===== src/sia_pkg.sv =====
`timescale 1ns / 1ps

package sia_pkg;

    localparam int MAX_SLOTS_DEF = 256;
    localparam int SLOT_W        = 8;
    localparam int LIMIT_W       = 9;
    localparam int LIMIT_RESET   = 256;

    typedef enum logic {
        ACT_ALLOC   = 1'b0,
        ACT_RELEASE = 1'b1
    } action_t;

    typedef enum logic [1:0] {
        ST_OK         = 2'd0,
        ST_NOT_IN_USE = 2'd1,
        ST_NO_SLOTS   = 2'd2,
        ST_RANGE      = 2'd3
    } status_t;

    typedef struct packed {
        action_t             action;
        logic [SLOT_W-1:0]   slot_index;
    } req_word_t;

    typedef struct packed {
        logic [SLOT_W-1:0]   granted_index;
        status_t             status;
    } rsp_word_t;

    typedef enum logic {
        S_IDLE = 1'b0,
        S_EXEC = 1'b1
    } fsm_t;

    // rd_en: word accepted, launch memory reads; commit: apply update and take result
    typedef struct packed {
        logic rd_en;
        logic commit;
    } sia_ctrl_t;

endpackage


===== src/sia_state.sv =====
`timescale 1ns / 1ps

module sia_state
    import sia_pkg::*;
#(
    parameter int MAX_SLOTS = MAX_SLOTS_DEF
) (
    input  logic               clk,
    input  logic               rst_n,
    input  sia_ctrl_t          ctrl,
    input  req_word_t          request,
    input  logic [LIMIT_W-1:0] limit,
    output rsp_word_t          result
);

    localparam int SLOT_CAP = (MAX_SLOTS < 256) ? MAX_SLOTS : 256;
    localparam int IDX_W    = $clog2(SLOT_CAP);
    localparam int CNT_W    = IDX_W + 1;

    // in-use bitmap and free queue, both synchronous memories
    logic             bitmap_mem [SLOT_CAP];
    logic [IDX_W-1:0] fifo_mem   [SLOT_CAP];

    logic             bm_rdata_reg;
    logic [IDX_W-1:0] fifo_rdata_reg;
    action_t          action_reg;
    logic [SLOT_W-1:0] slot_reg;

    logic [CNT_W-1:0] next_fresh_reg, next_fresh_next;
    logic [IDX_W-1:0] head_reg, head_next;
    logic [IDX_W-1:0] tail_reg, tail_next;
    logic [CNT_W-1:0] count_reg, count_next;

    logic             bm_we;
    logic [IDX_W-1:0] bm_waddr;
    logic             bm_wdata;
    logic             fifo_we;
    logic             do_fresh;
    logic             do_pop;
    logic             do_push;
    logic             in_use;
    logic [SLOT_W-1:0] granted;
    status_t          status;

    always_ff @(posedge clk) begin
        if (bm_we) begin
            bitmap_mem[bm_waddr] <= bm_wdata;
        end
        if (fifo_we) begin
            fifo_mem[tail_reg] <= slot_reg[IDX_W-1:0];
        end
        if (ctrl.rd_en) begin
            bm_rdata_reg   <= bitmap_mem[request.slot_index[IDX_W-1:0]];
            fifo_rdata_reg <= fifo_mem[head_reg];
            action_reg     <= request.action;
            slot_reg       <= request.slot_index;
        end
    end

    // a slot at or above next_fresh was never granted, so its bitmap entry is stale
    assign in_use = (LIMIT_W'(slot_reg) < LIMIT_W'(next_fresh_reg)) && bm_rdata_reg;

    always_comb begin
        do_fresh = 1'b0;
        do_pop   = 1'b0;
        do_push  = 1'b0;
        granted  = '0;
        status   = ST_OK;
        if (action_reg == ACT_ALLOC) begin
            if (LIMIT_W'(next_fresh_reg) < limit) begin
                do_fresh = 1'b1;
                granted  = SLOT_W'(next_fresh_reg[IDX_W-1:0]);
            end else if (count_reg != '0) begin
                do_pop  = 1'b1;
                granted = SLOT_W'(fifo_rdata_reg);
            end else begin
                status = ST_NO_SLOTS;
            end
        end else begin
            if (LIMIT_W'(slot_reg) >= limit) begin
                status = ST_RANGE;
            end else if (!in_use) begin
                status = ST_NOT_IN_USE;
            end else begin
                do_push = 1'b1;
            end
        end
    end

    assign result.granted_index = granted;
    assign result.status        = status;

    always_comb begin
        bm_we           = ctrl.commit && (do_fresh || do_pop || do_push);
        bm_wdata        = !do_push;
        bm_waddr        = do_push ? slot_reg[IDX_W-1:0] : granted[IDX_W-1:0];
        fifo_we         = ctrl.commit && do_push && (count_reg < CNT_W'(SLOT_CAP));
        next_fresh_next = next_fresh_reg;
        head_next       = head_reg;
        tail_next       = tail_reg;
        count_next      = count_reg;
        if (ctrl.commit && do_fresh) begin
            next_fresh_next = next_fresh_reg + 1'b1;
        end
        if (ctrl.commit && do_pop) begin
            head_next  = (head_reg == IDX_W'(SLOT_CAP - 1)) ? '0 : head_reg + 1'b1;
            count_next = count_reg - 1'b1;
        end
        if (fifo_we) begin
            tail_next  = (tail_reg == IDX_W'(SLOT_CAP - 1)) ? '0 : tail_reg + 1'b1;
            count_next = count_reg + 1'b1;
        end
    end

    always_ff @(posedge clk or negedge rst_n) begin
        if (!rst_n) begin
            next_fresh_reg <= '0;
            head_reg       <= '0;
            tail_reg       <= '0;
            count_reg      <= '0;
        end else begin
            next_fresh_reg <= next_fresh_next;
            head_reg       <= head_next;
            tail_reg       <= tail_next;
            count_reg      <= count_next;
        end
    end

`ifndef SYNTH
    a_count_cap: assert property (@(posedge clk) disable iff (!rst_n)
        count_reg <= CNT_W'(SLOT_CAP))
        else $error("free queue count beyond capacity");

    // queued slots are distinct and were all handed out fresh before
    a_count_fresh: assert property (@(posedge clk) disable iff (!rst_n)
        count_reg <= next_fresh_reg)
        else $error("free queue holds more slots than ever granted");

    a_pop_count: assert property (@(posedge clk) disable iff (!rst_n)
        ctrl.commit && do_pop |=> count_reg == $past(count_reg) - 1'b1)
        else $error("queue pop did not decrement count");

    a_commit_alone: assert property (@(posedge clk) disable iff (!rst_n)
        ctrl.commit |-> !ctrl.rd_en)
        else $error("new word read while previous one commits");
`endif

endmodule


===== src/slot_index_allocator.sv =====
`timescale 1ns / 1ps

// Slot index allocator.
// request channel (request_valid/request_ready, request): one word per
//   allocate or release. result channel (result_valid/result_ready,
//   result): exactly one word per request, in request order.
// cfg channel (cfg_valid/cfg_ready, cfg_data): writes num_blocks; always
//   ready; user must write only while no request is outstanding (not enforced).
// Allocate hands out never-used slots in ascending order, then released
//   slots in FIFO order; status reports out of slots, release of a free
//   slot, or an index at or beyond the limit.
// Flow: an accepted word's memory reads are registered at the accept edge;
//   the execute step writes the update back to the in-use bitmap and free
//   queue and registers the result once the output register is free, after
//   which the block is ready again; it takes no request before that.
// Reset: pointers and counts clear, num_blocks returns to 256; no clearing
//   pass, the bitmap is qualified by the fresh pointer.
// Stall: a pending result is held in the output register; the next request
//   is still accepted and waits in the execute step until the output frees.
module slot_index_allocator
    import sia_pkg::*;
#(
    parameter int MAX_SLOTS = MAX_SLOTS_DEF
) (
    input  logic               clk,
    input  logic               rst_n,
    input  logic               request_valid,
    output logic               request_ready,
    input  req_word_t          request,
    output logic               result_valid,
    input  logic               result_ready,
    output rsp_word_t          result,
    input  logic               cfg_valid,
    output logic               cfg_ready,
    input  logic [LIMIT_W-1:0] cfg_data
);

    localparam int SLOT_CAP = (MAX_SLOTS < 256) ? MAX_SLOTS : 256;

    fsm_t               state_reg, state_next;
    logic [LIMIT_W-1:0] num_blocks_reg;
    logic [LIMIT_W-1:0] limit;
    logic               result_valid_reg;
    rsp_word_t          result_reg;
    rsp_word_t          exec_result;
    sia_ctrl_t          ctrl;

    assign cfg_ready = 1'b1;
    assign limit = (num_blocks_reg > LIMIT_W'(SLOT_CAP)) ? LIMIT_W'(SLOT_CAP) : num_blocks_reg;

    always_comb begin
        state_next    = state_reg;
        request_ready = 1'b0;
        ctrl.rd_en    = 1'b0;
        ctrl.commit   = 1'b0;
        unique case (state_reg)
            S_IDLE: begin
                request_ready = 1'b1;
                ctrl.rd_en    = request_valid;
                if (request_valid) begin
                    state_next = S_EXEC;
                end
            end
            S_EXEC: begin
                ctrl.commit = !result_valid_reg || result_ready;
                if (ctrl.commit) begin
                    state_next = S_IDLE;
                end
            end
            default: state_next = S_IDLE;
        endcase
    end

    always_ff @(posedge clk or negedge rst_n) begin
        if (!rst_n) begin
            state_reg        <= S_IDLE;
            num_blocks_reg   <= LIMIT_W'(LIMIT_RESET);
            result_valid_reg <= 1'b0;
        end else begin
            state_reg <= state_next;
            if (cfg_valid) begin
                num_blocks_reg <= cfg_data;
            end
            if (ctrl.commit) begin
                result_valid_reg <= 1'b1;
            end else if (result_ready) begin
                result_valid_reg <= 1'b0;
            end
        end
    end

    always_ff @(posedge clk) begin
        if (ctrl.commit) begin
            result_reg <= exec_result;
        end
    end

    sia_state #(
        .MAX_SLOTS (MAX_SLOTS)
    ) u_state (
        .clk     (clk),
        .rst_n   (rst_n),
        .ctrl    (ctrl),
        .request (request),
        .limit   (limit),
        .result  (exec_result)
    );

    assign result_valid = result_valid_reg;
    assign result       = result_reg;

`ifndef SYNTH
    a_commit_loads: assert property (@(posedge clk) disable iff (!rst_n)
        ctrl.commit |=> result_valid && result == $past(exec_result))
        else $error("committed word not presented on result");

    a_accept_exec: assert property (@(posedge clk) disable iff (!rst_n)
        request_valid && request_ready |=> state_reg == S_EXEC)
        else $error("accepted word not executed");

    a_no_overwrite: assert property (@(posedge clk) disable iff (!rst_n)
        ctrl.commit |-> !result_valid_reg || result_ready)
        else $error("pending result overwritten");
`endif

endmodule


===== config.mk =====
export PLATFORM = sky130hd
export DESIGN_NAME = slot_index_allocator
export DESIGN_NICKNAME = d
export VERILOG_FILES = /design/src/sia_pkg.sv /design/src/sia_state.sv /design/src/slot_index_allocator.sv
export SDC_FILE = /design/constraint.sdc
export NUM_CORES = 2
export LEC_CHECK = 0
export BUFFER_PORTS_ARGS = -buffer_cell sky130_fd_sc_hd__buf_2
export CAP_MARGIN = 20
export CORE_MARGIN = 2
export CORE_UTILIZATION = 60
export CTS_CLUSTER_SIZE = 24
export DETAILED_ROUTE_END_ITERATION = 12
export HOLD_SLACK_MARGIN = 0.15
export PLACE_DENSITY = 0.74
export SLEW_MARGIN = 20
export SYNTH_ARGS = -nofsm -noshare
export SYNTH_HDL_FRONTEND = slang
export SYNTH_SLANG_ARGS = --single-unit
export TNS_END_PERCENT = 100

===== constraint.sdc =====
create_clock -name clk -period 22.4 [get_ports clk]
set_input_delay 1.12 -clock clk [delete_from_list [all_inputs] [get_ports clk]]
set_output_delay 1.12 -clock clk [all_outputs]
set_load 0.02 [all_outputs]

Word-level counts from Yosys, hierarchy flattened
Memory sizes are Yosys's and may differ from the RTL's. A register that Yosys moved wholly into a read port is not among the register bits.
Index checks and enable logic that the tools add are counted.
{"block": "totals", "register_bits": 64, "mem_bits_rw": 2304, "in_bits": 23, "out_inout_bits": 13, "n_memories": 2}
{"block": "classes", "n_addsub": 5, "magnitude_cmp": 5, "eq_ne": 2, "mux": 34, "bitwise_logic": 1, "n_reduce_logical": 14}
{"name": "u_state.fifo_mem", "depth": 256, "width": 8, "rd": 1, "rd_ports_with_merged_regs": 1, "wr": 1, "line_no": "sia_state.sv:22", "text": "logic [IDX_W-1:0] fifo_mem [SLOT_CAP];"}
{"name": "u_state.bitmap_mem", "depth": 256, "width": 1, "rd": 1, "rd_ports_with_merged_regs": 1, "wr": 1, "line_no": "sia_state.sv:21", "text": "logic bitmap_mem [SLOT_CAP];"}
{"operator": "2-to-1 mux 8 bit", "count": 6}
{"operator": "2-to-1 mux 9 bit", "count": 3}
{"operator": "2-to-1 mux 1 bit", "count": 20}
{"operator": "adder 9 x 1 -> 9 bit, second input constant", "count": 2}
{"operator": "adder 8 x 1 -> 8 bit, second input constant", "count": 2}
{"operator": "== test 8 bit, second input constant", "count": 2}
{"operator": "greater-or-equal comparator 8 x 9 -> 1 bit", "count": 1}
{"operator": "> comparator 9 bit, second input constant", "count": 1}
{"operator": "less-than comparator 8 x 9 -> 1 bit", "count": 1}
{"operator": "less-than comparator 9 bit", "count": 1}
{"operator": "less-than comparator 9 bit, second input constant", "count": 1}
{"operator": "nonzero test 9 bit", "count": 1}
{"operator": "subtractor 9 x 1 -> 9 bit, second input constant", "count": 1}
{"operator": "2-to-1 mux 2 bit", "count": 4}
{"operator": "logical AND 1 bit", "count": 6}
{"operator": "nonzero test 2 bit", "count": 2}
{"operator": "logical OR 1 bit", "count": 3}
{"operator": "logical NOT 1 bit", "count": 2}
{"operator": "case mux 1 bit (2 select lines)", "count": 1}
{"operator": "NOT 1 bit", "count": 1}

Depth between registers and ports, before layout
{"block": "depth", "word_depth": 10, "depth_mapped": 17, "depth_no_buf": 15}

Hierarchy
A second synthesis with hierarchy kept.
{"block": "hier_totals", "hier_cells": 4624, "hier_area_um2": 94824.7}
{"mod": "sia_state", "instances": 1, "cells_each": 4576, "area_each_um2": 94002.7, "seq_area_each_um2": 70577.7}
{"mod": "slot_index_allocator", "instances": 1, "cells_each": 48, "area_each_um2": 822.0, "seq_area_each_um2": 576.8}

Worst setup path after synthesis
Ideal clock, no wire load.
{"block": "synth_timing", "path_kind": "register to register", "from": "register u_state.slot_reg[3]", "to": "memory u_state.bitmap_mem[110] (enable)", "setup_ns": 0.254, "arrival_ns": 8.992, "required_time_ns": 22.146, "setup_slack_ns": 13.155, "stages_incl_launch_ff": 12, "synth_period_minus_slack_ns": 9.245, "cell_sequence": "edfxtp_1 > ha_1 > o21ai_0 > a2111oi_0 > o21ai_1 > and3_1 > clkbuf_1 > inv_1 > a211oi_1 > nand3_1 > clkbuf_1 > nor2_1"}
{"block": "synth_via", "elab_chain_len": 9, "elab_cells_between_ends": 11}
{"item": "start, declared", "line_no": "sia_state.sv:27", "text": "logic [SLOT_W-1:0] slot_reg;"}
{"item": "start signal, assigned", "line_no": "sia_state.sv:56", "text": "slot_reg <= request.slot_index;"}
{"item": "less-than comparator 8 x 9 -> 1 bit", "line_no": "sia_state.sv:61", "text": "assign in_use = (LIMIT_W'(slot_reg) < LIMIT_W'(next_fresh_reg)) && bm_rdata_reg;"}
{"item": "logical AND 1 bit", "line_no": "sia_state.sv:61"}
{"item": "2-to-1 mux 1 bit", "line_no": "sia_state.sv:82", "text": "end else if (!in_use) begin"}
{"item": "2-to-1 mux 1 bit", "line_no": "sia_state.sv:80", "text": "if (LIMIT_W'(slot_reg) >= limit) begin"}
{"item": "2-to-1 mux 1 bit", "line_no": "sia_state.sv:69", "text": "if (action_reg == ACT_ALLOC) begin"}
{"item": "logical OR 1 bit", "line_no": "sia_state.sv:94", "text": "bm_we = ctrl.commit && (do_fresh || do_pop || do_push);"}
{"item": "logical AND 1 bit", "line_no": "sia_state.sv:94"}
{"item": "2-to-1 mux 1 bit", "line_no": "sia_state.sv:46", "text": "if (bm_we) begin"}
{"item": "2-to-1 mux 1 bit (not written as such)", "line_no": "sia_state.sv:47", "text": "bitmap_mem[bm_waddr] <= bm_wdata;"}
{"item": "end, declared", "line_no": "sia_state.sv:21"}
Several ways; a longest one is shown, not always the timed one.

Final worst setup path
{"block": "layout_timing", "from": "register u_state.slot_reg[2]", "to": "memory u_state.bitmap_mem[14] (enable)"}
Same word-level chain as after synthesis.

==> flow_results.org <==
** GRT
- GRT Total Usage :: around 29%
- Antenna violations before repair :: 7
- Entering global routing, the biggest net connects 193 pins.
- Via count of the first global-routing pass :: about 48,000
- Summed over all layers, the global routing overflow is 0.
- The first global-routing pass estimated 336 mm of wire.

** Logic synthesis
- Portion of the post-synthesis area used by sequential elements :: ~76%
- In this run, synthesis produced a sequential element count of 2,377.
- Number of enable flip-flop cells after synthesis :: 2,332
- The portion of synthesized area spent on multiplexers is between 10% and 20%.
- Of the total synthesized cell area, the portion taken by AND, OR, NAND and NOR gates is 3.82%.
- Most common flop cell mapped by yosys :: sky130_fd_sc_hd__edfxtp_1
- Area share of fa/ha/maj cells after synthesis :: 0.501%
- Gate count after technology mapping :: about 4,800
- Synth unique cells :: a little under 80
- After synthesis, the largest family of logic cells by area is multiplexers.
- Post-synthesis instance area :: 94,000 sq um
- The synthesized netlist devotes 3.74% of its cell area to compound gates.
- Post-synth ARST share :: 1.89%
- Xor and xnor fraction of the mapped netlist area :: less than 1%
- During synthesis, Yosys emitted a total of 0 warnings.
- Syn_nets :: 4,819
- Post-synthesis area per instance :: 19.7 sq um

** Clock tree
- Buffers added to address setup during post-CTS repair amount to 0.
- Max H-tree Level :: 4
- At the later pin of the worst-skew pair, clock insertion delay measures ~0.86 ns.
- For this design, the sink count on the clock tree is 2,377.
- Clock slew at reported path FFs :: about 0.060 ns
- Counting along the longest clock path gives a buffer depth of 3.
- For this design, the CTS-stage hold fixing added 0 buffers.
- Root Buffer :: sky130_fd_sc_hd__clkbuf_16
- The number of gates resized after CTS was 0.
- Clock tree from TritonCTS :: yes
- Number of buffers created by CTS :: 223

** Timing
- Accumulated negative setup slack :: 0 ns
- # setup viols final :: 0
- Hold violation total from the final report :: 0
- Timing would allow up to between 150 and 200 MHz.
- Measured against its own limit, the worst slew margin works out to between 10% and 20%.
- Unrepaired setup endpoints after global routing :: no
- Final period utilization :: 26.8%
- The count of pins over their slew limit is 0.
- Worst-margin pin slew :: 1.30 ns
- Setup skew after layout :: 0.0612 ns
- Final min period :: 6.01 ns

** Route
- Wire length per cell :: roughly 33 um
- For this run, the detailed router's first-pass iteration total came to 6.
- Using the TritonRoute via totals, the vias-per-cell ratio works out to 6.94.
- Number of remaining DRC errors :: 0
- The detailed router placed 48,900 vias in this run.
- For this block, the initial DRC count from the detailed router was 7,174.
- For this block, the routed nets add up to 233 mm of wire.
- The detail route stage leaves a number of antenna-violating nets equal to 0.

** Placement
- Counting tap cells, the placed design contains a total of 6,639 instances.
- Final estimated routing congestion in global placement :: roughly 0.9
- Placed instance area :: 96,300 sq um
- IO buf count :: 34
- Detailed placement finished with a half-perimeter wire length of between 100 and 150 mm.

** Die
- Vertical die dimension :: 400 um
- Core Footprint :: approximately 160,000 sq um
- Number of rows in the core area :: about 150
- The floorplan step set the die width to 400 um.
- Num ports :: 36
- Full die area :: 160,000 sq um
- Starting Density :: 60.3%

** Pwr
- Net Sw Frac :: 26.1%
- Fraction of power consumed by combinational cells :: 17.9%
- Sequential cells burn 48.0% of the power.
- Power per cell area :: 104 nW/um^2
- VDD IR max :: 0.000102 V
- The share of total power dissipated in the clock network is 34.1%.
- The analysis attributes to net switching a power of around 0.0028 W.
- The design draws 0.0107 W.
- The internal power of the cells totals 0.00791 W.
- For this design the static power due to leakage is roughly 31 nW.

** Layout
- After the last flow step, the layout net total stands at around 5,000.
- The filler cells instantiated in the layout total 9,775.
- Final standard cell area without fillers :: 103,000 sq um
- Area Growth Syn to Fin :: 9.99%
- Max reg flops :: 2,048
- In the layout the commonest cells are sky130_fd_sc_hd__edfxtp_1 (2,332), sky130_fd_sc_hd__mux4_2 (547), sky130_fd_sc_hd__nor2_1 (531).
- The finished layout holds 7,050 standard cells, fillers aside.
- Final core utilization :: 66.3%
- Most common cell after layout, fill and taps aside :: sky130_fd_sc_hd__edfxtp_1
- Share of cells above drive strength 1 :: around a fifth

** Setup path
- Kind of end point of the critical path :: register
- The worst setup path is launched from a register.
- Terminus of the critical flop-to-flop path :: u_state.bitmap_mem[14]
- R2r setup slk :: 16.39 ns
- Along the worst path, the maximum fanout reaches 157.
- Critical path data arrival time :: 6.54 ns
- STA puts the critical path data required time at 22.93 ns.
- Logic depth of the worst register-to-register path :: 10
- In this run the worst setup path terminates at u_state.bitmap_mem[14].
- Critical Setup Path Class :: reg -> reg
- The worst register-to-register path begins at u_state.slot_reg[2].
- In this run the worst setup path begins at u_state.slot_reg[2].

** Hold path
- The worst hold path belongs to the class in -> async.

** Run status
- The flow ran to the end, and the final reports show no timing, DRC or antenna violations.

** Flow run
- Maximum capacitance violations :: 0
[critical path, cell delays in order (launching register included)]
cell	delay, ns
sky130_fd_sc_hd__edfxtp_1	0.81
sky130_fd_sc_hd__buf_4	0.50
sky130_fd_sc_hd__ha_1	0.32
sky130_fd_sc_hd__o21ai_0	0.08
sky130_fd_sc_hd__a21oi_1	0.06
sky130_fd_sc_hd__o21ai_1	0.58
sky130_fd_sc_hd__and3_1	0.92
sky130_fd_sc_hd__inv_6	0.52
sky130_fd_sc_hd__a211oi_1	0.73
sky130_fd_sc_hd__nand3_1	0.75
sky130_fd_sc_hd__nor2b_1	0.34
[stage by stage]
stage | setup WS, ns | hold slack [ns]
after CTS | 16.63 | 0.373
after floorplan | 13.15 | 0.476
after global placement | 16.61 | 0.490
after detailed placement | 16.66 | 0.505
final | 16.39 | 0.392
after global routing | 16.10 | 0.405
[layout make-up]
type / count / area [sq um] / share of cell area [%]
clock inverters: 127 / 1160 / 1.12
diodes: 3 / 7.51 / 0.00726
repair buffers: 125 / 966 / 0.935
well taps: 2058 / 2570 / 2.49
multi-input cells: 2052 / 21500 / 20.8
clock buffers: 279 / 5830 / 5.64
flip-flops and latches: 2377 / 71200 / 68.9
inverters: 29 / 116 / 0.113
[kinds of logic (layout without fill, tap and decap cells)]
family                     count (synthesis)  count (layout)
and+or+nand+nor                          835             835
adders and majority gates                 37              37
buffers and inverters                    330             560
DFF                                     2377            2377
xor gates and xnor gates                  21              21
AOI/OAI and AO/OA                        476             476
muxes                                    682             682
other                                      1               4
[worst min-delay path by stage]
stage,from,to
floorplan,u_state.count_reg[2],u_state.count_reg[2]
global placement,result_valid,result_valid
detailed placement,num_blocks_reg[4],num_blocks_reg[4]
CTS,rst_n,result_valid
global route,request[8],u_state.action_reg
finish,rst_n,u_state.next_fresh_reg[0]
[power groups by stage]
stage | clock network [W] | registers [W] | logic, W
global route | 0.00383 | 0.00514 | 0.00203
detailed placement | 0 | 0.00524 | 0.00191
global placement | 0 | 0.00523 | 0.00188
finish | 0.00365 | 0.00514 | 0.00192
CTS | 0.00367 | 0.00514 | 0.00192
floorplan | 0 | 0.00531 | 0.00132
[cells in the mapped netlist (27+ instances only)]
library cell,count,area (sq um)
sky130_fd_sc_hd__o22ai_1,30,188
sky130_fd_sc_hd__inv_1,27,101
sky130_fd_sc_hd__mux2i_1,121,1210
sky130_fd_sc_hd__a22oi_1,94,706
sky130_fd_sc_hd__mux4_2,547,12300
sky130_fd_sc_hd__o21ai_0,52,260
sky130_fd_sc_hd__o221ai_1,29,254
sky130_fd_sc_hd__ha_1,36,450
sky130_fd_sc_hd__buf_1,32,120
sky130_fd_sc_hd__nand2_1,116,435
sky130_fd_sc_hd__a22o_1,41,359
sky130_fd_sc_hd__buf_2,71,355
sky130_fd_sc_hd__nor2b_1,35,219
sky130_fd_sc_hd__a21oi_1,69,345
sky130_fd_sc_hd__edfxtp_1,2332,70000
sky130_fd_sc_hd__a221oi_1,46,403
sky130_fd_sc_hd__nand3_1,40,200
sky130_fd_sc_hd__dfrtp_1,44,1100
sky130_fd_sc_hd__nor2_1,533,2000
sky130_fd_sc_hd__clkbuf_1,191,717
[metal layers]
layer | wire (um) | track usage (%) | up-vias
met1 | 88000 | 42.7 | 25500
met3 | 27000 | 6.96 | 510
met5 | 57 | 0 | -
met2 | 109000 | 44.5 | 3222
met4 | 9230 | 11.1 | 10
li1 | - | - | 19600
Power figures use the tool's default switching activity.
